==> src/rtl/sbct_pkg.sv <==
`timescale 1ns / 1ps
`default_nettype none
// ----------------------------------------------------------------------------
// sbct_pkg
// Shared types and constants of the segment/box collision trace block.
// ----------------------------------------------------------------------------
package sbct_pkg;

  localparam int COORD_W = 24;
  localparam int DELTA_W = 25;
  localparam int STEP_W  = 16;
  localparam int IDENT_W = 16;
  localparam int IGN_W   = 17;
  localparam int SLOT_W  = 6;
  localparam int KIND_W  = 2;
  localparam int CFG_IDX_W = 2;

  // operation codes
  localparam logic OP_LOAD  = 1'b0;
  localparam logic OP_TRACE = 1'b1;

  // result kinds
  localparam logic [KIND_W-1:0] KIND_NONE  = 2'd0;
  localparam logic [KIND_W-1:0] KIND_WORLD = 2'd1;
  localparam logic [KIND_W-1:0] KIND_BOX   = 2'd2;

  // configuration register indexes
  localparam logic [CFG_IDX_W-1:0] REG_WORLD_MIN_XY    = 2'd0;
  localparam logic [CFG_IDX_W-1:0] REG_WORLD_MAX_XY    = 2'd1;
  localparam logic [CFG_IDX_W-1:0] REG_WORLD_FLOOR_Z   = 2'd2;
  localparam logic [CFG_IDX_W-1:0] REG_WORLD_CEILING_Z = 2'd3;

  localparam logic signed [COORD_W-1:0] RST_WORLD_MIN_XY    = -24'sd512000;
  localparam logic signed [COORD_W-1:0] RST_WORLD_MAX_XY    = 24'sd512000;
  localparam logic signed [COORD_W-1:0] RST_WORLD_FLOOR_Z   = -24'sd75520;
  localparam logic signed [COORD_W-1:0] RST_WORLD_CEILING_Z = 24'sd358400;

  localparam int SQRT_ITERS = 27;
  localparam int DIV_ITERS  = 24;

  typedef struct packed {
    logic       load;
    logic       capture;
    logic       sq_mul;
    logic       sq_acc;
    logic [1:0] sel;
    logic       sqrt_init;
    logic       sqrt_step;
    logic       clamp;
    logic       div_init;
    logic       div_step;
    logic       div_fix;
    logic       sample_init;
    logic       scan_start;
    logic       scan;
    logic       advance;
    logic       emit;
    logic [KIND_W-1:0] emit_kind;
  } cmd_t;

  typedef struct packed {
    logic outside;
    logic hit;
    logic scan_end;
    logic last_sample;
  } status_t;

endpackage
`default_nettype wire

==> src/rtl/sbct_ctrl.sv <==
`timescale 1ns / 1ps
`default_nettype none
// ----------------------------------------------------------------------------
// sbct_ctrl
// Sequencer: setup (length, step count, per-axis increments), then the
// sample walk with a table scan per sample.
// ----------------------------------------------------------------------------
module sbct_ctrl (
  input  wire               clk,
  input  wire               rst,
  input  wire               start,
  input  wire               operation,
  input  sbct_pkg::status_t status,
  output sbct_pkg::cmd_t    cmd,
  output logic              busy
);
  typedef enum logic [3:0] {
    S_IDLE, S_SQ, S_SQRT_INIT, S_SQRT, S_CLAMP,
    S_DIV_INIT, S_DIV, S_DIV_FIX, S_SAMPLE, S_SCAN
  } state_t;

  state_t     state;
  state_t     state_next;
  logic [4:0] cnt;
  logic [4:0] cnt_next;
  logic [1:0] axis;
  logic [1:0] axis_next;

  always_comb begin
    state_next = state;
    cnt_next   = cnt + 5'd1;
    axis_next  = axis;
    cmd        = '0;
    cmd.sel    = axis;
    unique case (state)
      S_IDLE: begin
        cnt_next = '0;
        if (start) begin
          if (operation == sbct_pkg::OP_TRACE) begin
            cmd.capture = 1'b1;
            state_next  = S_SQ;
          end else begin
            cmd.load = 1'b1;
          end
        end
      end
      S_SQ: begin
        cmd.sel    = cnt[1:0];
        cmd.sq_mul = (cnt < 5'd3);
        cmd.sq_acc = (cnt != 5'd0);
        if (cnt == 5'd3) state_next = S_SQRT_INIT;
      end
      S_SQRT_INIT: begin
        cmd.sqrt_init = 1'b1;
        cnt_next      = '0;
        state_next    = S_SQRT;
      end
      S_SQRT: begin
        cmd.sqrt_step = 1'b1;
        if (cnt == 5'(sbct_pkg::SQRT_ITERS - 1)) state_next = S_CLAMP;
      end
      S_CLAMP: begin
        cmd.clamp  = 1'b1;
        axis_next  = '0;
        state_next = S_DIV_INIT;
      end
      S_DIV_INIT: begin
        cmd.div_init = 1'b1;
        cnt_next     = '0;
        state_next   = S_DIV;
      end
      S_DIV: begin
        cmd.div_step = 1'b1;
        if (cnt == 5'(sbct_pkg::DIV_ITERS - 1)) state_next = S_DIV_FIX;
      end
      S_DIV_FIX: begin
        cmd.div_fix = 1'b1;
        if (axis == 2'd2) begin
          cmd.sample_init = 1'b1;
          state_next      = S_SAMPLE;
        end else begin
          axis_next  = axis + 2'd1;
          state_next = S_DIV_INIT;
        end
      end
      S_SAMPLE: begin
        if (status.outside) begin
          cmd.emit      = 1'b1;
          cmd.emit_kind = sbct_pkg::KIND_WORLD;
          state_next    = S_IDLE;
        end else begin
          cmd.scan_start = 1'b1;
          state_next     = S_SCAN;
        end
      end
      S_SCAN: begin
        cmd.scan = 1'b1;
        if (status.hit) begin
          cmd.emit      = 1'b1;
          cmd.emit_kind = sbct_pkg::KIND_BOX;
          state_next    = S_IDLE;
        end else if (status.scan_end) begin
          if (status.last_sample) begin
            cmd.emit      = 1'b1;
            cmd.emit_kind = sbct_pkg::KIND_NONE;
            state_next    = S_IDLE;
          end else begin
            cmd.advance = 1'b1;
            state_next  = S_SAMPLE;
          end
        end
      end
      default: state_next = S_IDLE;
    endcase
  end

  assign busy = (state != S_IDLE);

  always_ff @(posedge clk) begin
    if (rst) begin
      state <= S_IDLE;
      cnt   <= '0;
      axis  <= '0;
    end else begin
      state <= state_next;
      cnt   <= cnt_next;
      axis  <= axis_next;
    end
  end
endmodule
`default_nettype wire

==> config.mk <==
export PLATFORM = sky130hd
export DESIGN_NAME = sbct_ctrl
export DESIGN_NICKNAME = d
export VERILOG_FILES = /design/src/rtl/sbct_pkg.sv /design/src/rtl/sbct_ctrl.sv
export SDC_FILE = /design/constraint.sdc
export NUM_CORES = 1
export LEC_CHECK = 0
export BUFFER_PORTS_ARGS = -buffer_cell sky130_fd_sc_hd__buf_2
export CORE_MARGIN = 4
export CORE_UTILIZATION = 49
export CTS_CLUSTER_DIAMETER = 100
export CTS_CLUSTER_SIZE = 25
export DETAILED_ROUTE_END_ITERATION = 7
export MAX_ROUTING_LAYER = met4
export PLACE_DENSITY_LB_ADDON = 0.25
export SETUP_SLACK_MARGIN = 0.5
export SYNTH_ARGS = -nofsm -noshare
export SYNTH_HDL_FRONTEND = slang
export SYNTH_SLANG_ARGS = --single-unit
==> constraint.sdc <==
create_clock -name clk -period 2.1 [get_ports clk]
set_input_delay 0.63 -clock clk [delete_from_list [all_inputs] [get_ports clk]]
set_output_delay 0.63 -clock clk [all_outputs]
set_load 0.05 [all_outputs]
==> reports/results.ini, run 1 <==
[outcome]
outcome=aborted with a tool error
haltStage=4_1_cts
firstError=[ERROR DPL-0038] Utilization greater than 100%, impossible to legalize

[synth]
ys_seq_area_share_pct=25.9
synthArstFlopShare_pct=0
syn-num-nets=127
yosysWarningCount=0
yosysTopAreaCell=dfxtp_1
synth_top_area_share_pct=25.9
synth.avg_cell_area_sq_um=7.40
synth_commonest_cells=13 x nor2_1, 11 x dfxtp_1, 10 x nand2_1
synth-seq-cells=11
synth_ff_type=dfxtp_1
yosys-top-cells-area=dfxtp_1 26%, ha_1 5.9%, nor2_1 5.7%
synth_area_sq_um=851
syn_inst=115
synth_edf_count=0
ys_types=37
synth_most_common_cell=nor2_1

[floorplanning]
die_h_microns=49.7
num_rows=14
initial_core_util_pct=54.0
die_w_microns=49.7
ios=28

[cts]
post_cts_resize_count=81
cts.sinks=11
cts_hold_buf=0
clk_path_buf_depth=2
root_buffer=clkbuf_4
post_cts_buffers=23
htree_num_levels=1
cts_buffers=3

[place]
place_congestion=0.892
hpwl_mm=1.81
io_buffer_count=27

[stage by stage]
| step | setup slack, ns | instances | area (sq um) | utilization [%] |
|---|---|---|---|---|
| floorplan | -0.117 | 115 | 1120 | - |
| global placement | 0.0960 | 162 | 1270 | 80.4 |
| detailed placement | 0.0395 | 162 | 1270 | 80.4 |
[logic make-up after synthesis]
| group | count (synthesis) | synth area share (%) |
|---|---|---|
| AO/OA/AOI/OAI | 24 | 18.2 |
| XOR/XNOR | 3 | 3.09 |
| adder cells (fa/ha/maj) | 4 | 5.88 |
| buffers and inverters | 16 | 8.38 |
| flip-flops | 11 | 25.9 |
| AND/OR/NAND/NOR | 57 | 38.5 |
==> run 2: changes to the inputs <==
==> config.mk (replaced) <==
export PLATFORM = sky130hd
export DESIGN_NAME = sbct_ctrl
export DESIGN_NICKNAME = d
export VERILOG_FILES = /design/src/rtl/sbct_pkg.sv /design/src/rtl/sbct_ctrl.sv
export SDC_FILE = /design/constraint.sdc
export NUM_CORES = 1
export LEC_CHECK = 0
export BUFFER_PORTS_ARGS = -buffer_cell sky130_fd_sc_hd__buf_2
export CORE_AREA = 4 4 65 67
export DETAILED_ROUTE_END_ITERATION = 7
export DIE_AREA = 0 0 69 71
export PLACE_DENSITY_LB_ADDON = 0.15
export SYNTH_ARGS = -nofsm -noshare
export SYNTH_HDL_FRONTEND = slang
export SYNTH_SLANG_ARGS = --single-unit
==> reports/results.ini, run 2 <==
[cts]
htree_num_levels=1  ; unchanged
cts_buffers=3  ; unchanged
clk_path_buf_depth=2  ; unchanged
root_buffer=clkbuf_8  ; was clkbuf_4
cts_hold_buf=0  ; unchanged
cts_tree=done
insertion_delay_ns=0.24
cts.sinks=11  ; unchanged
cts.clk_slew.worst_paths_ns=0.05

[timing]
slew_headroom_pct=69.4
worst_slack_ns=0.0483
worst_pin_slew_ns=0.447
setup_tns_ns=0
drv_slew=0
min_period_ns=2.05
finalSetupViolations=0
fin_skew_ns=0.00501
fmax_mhz=487
finalHoldViolCount=0
fin_crit_sh_pct=97.7
rsz0062_at_grt=true

[power_and_ir_drop]
p_per_area_nw_per_um2=417
p_leak_nw=0.576
ir_drop_mv=0.212

[synth]
synth_most_common_cell=nor2_1  ; unchanged
synth_commonest_cells=13 x nor2_1, 11 x dfxtp_1, 10 x nand2_1  ; unchanged
synth-simple-area-share_pct=38.5  ; unchanged
ys_seq_area_share_pct=25.9  ; unchanged
synth_xor_area_share_pct=3.09  ; unchanged
synth-seq-cells=11  ; unchanged
synth.avg_cell_area_sq_um=7.40  ; unchanged
yosys-top-cells-area=dfxtp_1 26%, ha_1 5.9%, nor2_1 5.7%  ; unchanged
syn-num-nets=127  ; unchanged
synth_area_sq_um=851  ; unchanged
synth_top_area_share_pct=25.9  ; unchanged
syn_inst=115  ; unchanged
synth_mux_area_share_pct=0  ; unchanged
ys_types=37  ; unchanged
synth-compound-area-share_pct=18.2  ; unchanged
synth_top_family_by_area=simple AND/OR/NAND/NOR gates  ; unchanged
yosysWarningCount=0  ; unchanged
synth_ff_type=dfxtp_1  ; unchanged
synthAdderAreaFrac_pct=5.88  ; unchanged
synth_edf_count=0  ; unchanged
synthArstFlopShare_pct=0  ; unchanged
yosysTopAreaCell=dfxtp_1  ; unchanged

[critical_path]
crit_required_ns=1.47
arrival_ns=1.42
end_kind=primary output
path_max_fanout=10
crit_path_start_kind=flop
path_class=flop to primary output

[floorplanning]
num_rows=22  ; was 14
die_area_sq_um=4900
initial_core_util_pct=23.4  ; was 54.0%
die_w_microns=69  ; was 49.7 microns
die_h_microns=71  ; was 49.7 microns
ios=28  ; unchanged
fp.coreArea_sq_um=3630

[place]
hpwl_mm=1.95  ; was 1.81 mm
io_buffer_count=27  ; unchanged
place_congestion=0.749  ; was 0.892
place_area_sq_um=1220  ; was 1270 sq um
dp_slack_ns=0.0377  ; was 0.0395 ns

[route]
drt_iter0_markers=21
dr.pass1.iters=4
finalWirelength_mm=2.51
viasPerCell=4.69
final_antenna_net_count=0
drc_errors=0
num_vias=942
drt-wirelength-per-cell_microns=12.5

[layout]
largest_register_ffs=5
final_common_cell=buf_4
final_area_sq_um=1380
n_antenna_cell=0
syn_to_final_growth_pct=62.1
layout-drive-gt1-share_pct=48.4
max_flop_register=cnt
mostFrequentLayoutCells=18 x buf_4, 17 x buf_2, 11 x nor2_1, 8 x inv_1, 8 x a21oi_1
final_nets=166
largest_registers=cnt: 5 flops, state: 4 flops, axis: 2 flops

[global_route]
grt_usage_pct=10.5
grt_pass1_wl_mm=4.40
grt_pass1_vias=911
grt_max_degree=13
grt_antenna_before_repair=0
grt-ovfl-total=0

[outcome]
outcome=finished clean  ; was aborted with a tool error

[flow_run]
drv_cap=0

[worst_hold_path]
hold_path_class=flop to flop

[run 2: cell counts after synthesis]
No cell type changed its count.
[run 2: logic make-up (layout without fill, tap and decap cells)]
family	after synthesis	in the layout
AO/OA/AOI/OAI	24	24
XOR/XNOR	3	3
adder cells (fa/ha/maj)	4	4
buffers and inverters	16	54
flip-flops	11	11
AND/OR/NAND/NOR	57	57
[run 2: path summary, 6_finish.rpt]
path | start | endpoint | slack [ns] | cells after the start
max reg2reg | state[2] | state[0] | 0.47 | 5
max | state[3] | cmd[3] | 0.05 | 4
min reg2reg | axis[0] | axis[0] | 0.48 | 2
min | axis[0] | axis[0] | 0.48 | 2
[run 2: per-layer routing]
metal / vias to the layer above / share of wire [%] / GRT usage (%)
li1: 484 / - / -
met1: 440 / 49 / 14.6
met2: 16 / 46 / 16.3
met3: 2 / 3.8 / 2.27
met4: 0 / 0.68 / 3.25
met5: - / 0 / 0
[run 2: final cells by class]
cell class	instances	area, sq um
Multi-Input combinational cell	88	719
Tap cell	48	60.1
Timing Repair Buffer	41	282
Clock buffer	4	45.0
Fill cell	385	2250
Sequential cell	11	235
Inverter	9	37.5
[run 2: stage by stage]
stage                     utilization (%)  instances  hold slack, ns  total power, mW
after detailed placement             33.6        194           0.468            0.353
after global routing                 37.9        201           0.510            0.607
after global placement               33.6        194           0.461            0.352
after floorplan                         -        115           0.444            0.311
after CTS                            36.7        199           0.475            0.580
final                                37.9        201           0.475            0.575
[run 2: what timing repair did]
item | 4_1_cts | 5_1_grt
setup endpoints to repair | 16 | 10
buffers inserted | 1 | 2
pin swaps | 1 | 1
resized for setup | 20 | 11
[run 2: report_power, final]
group	switching [mW]	internal, mW	total, mW	leakage [nW]
registers	0.00966	0.209	0.219	0.0921
logic	0.0829	0.0597	0.143	0.461
clock network	0.0800	0.133	0.213	0.0228
total	0.173	0.402	0.575	0.576
[run 2: worst max-delay path, cell delays in order (launching register included)]
cell and delay [ns]:
dfxtp_4 0.44, and2b_1 0.17, nand2_2 0.09, nor4b_4 0.29
buf_6 0.19
No activity file was read; power rests on OpenSTA's default activity.
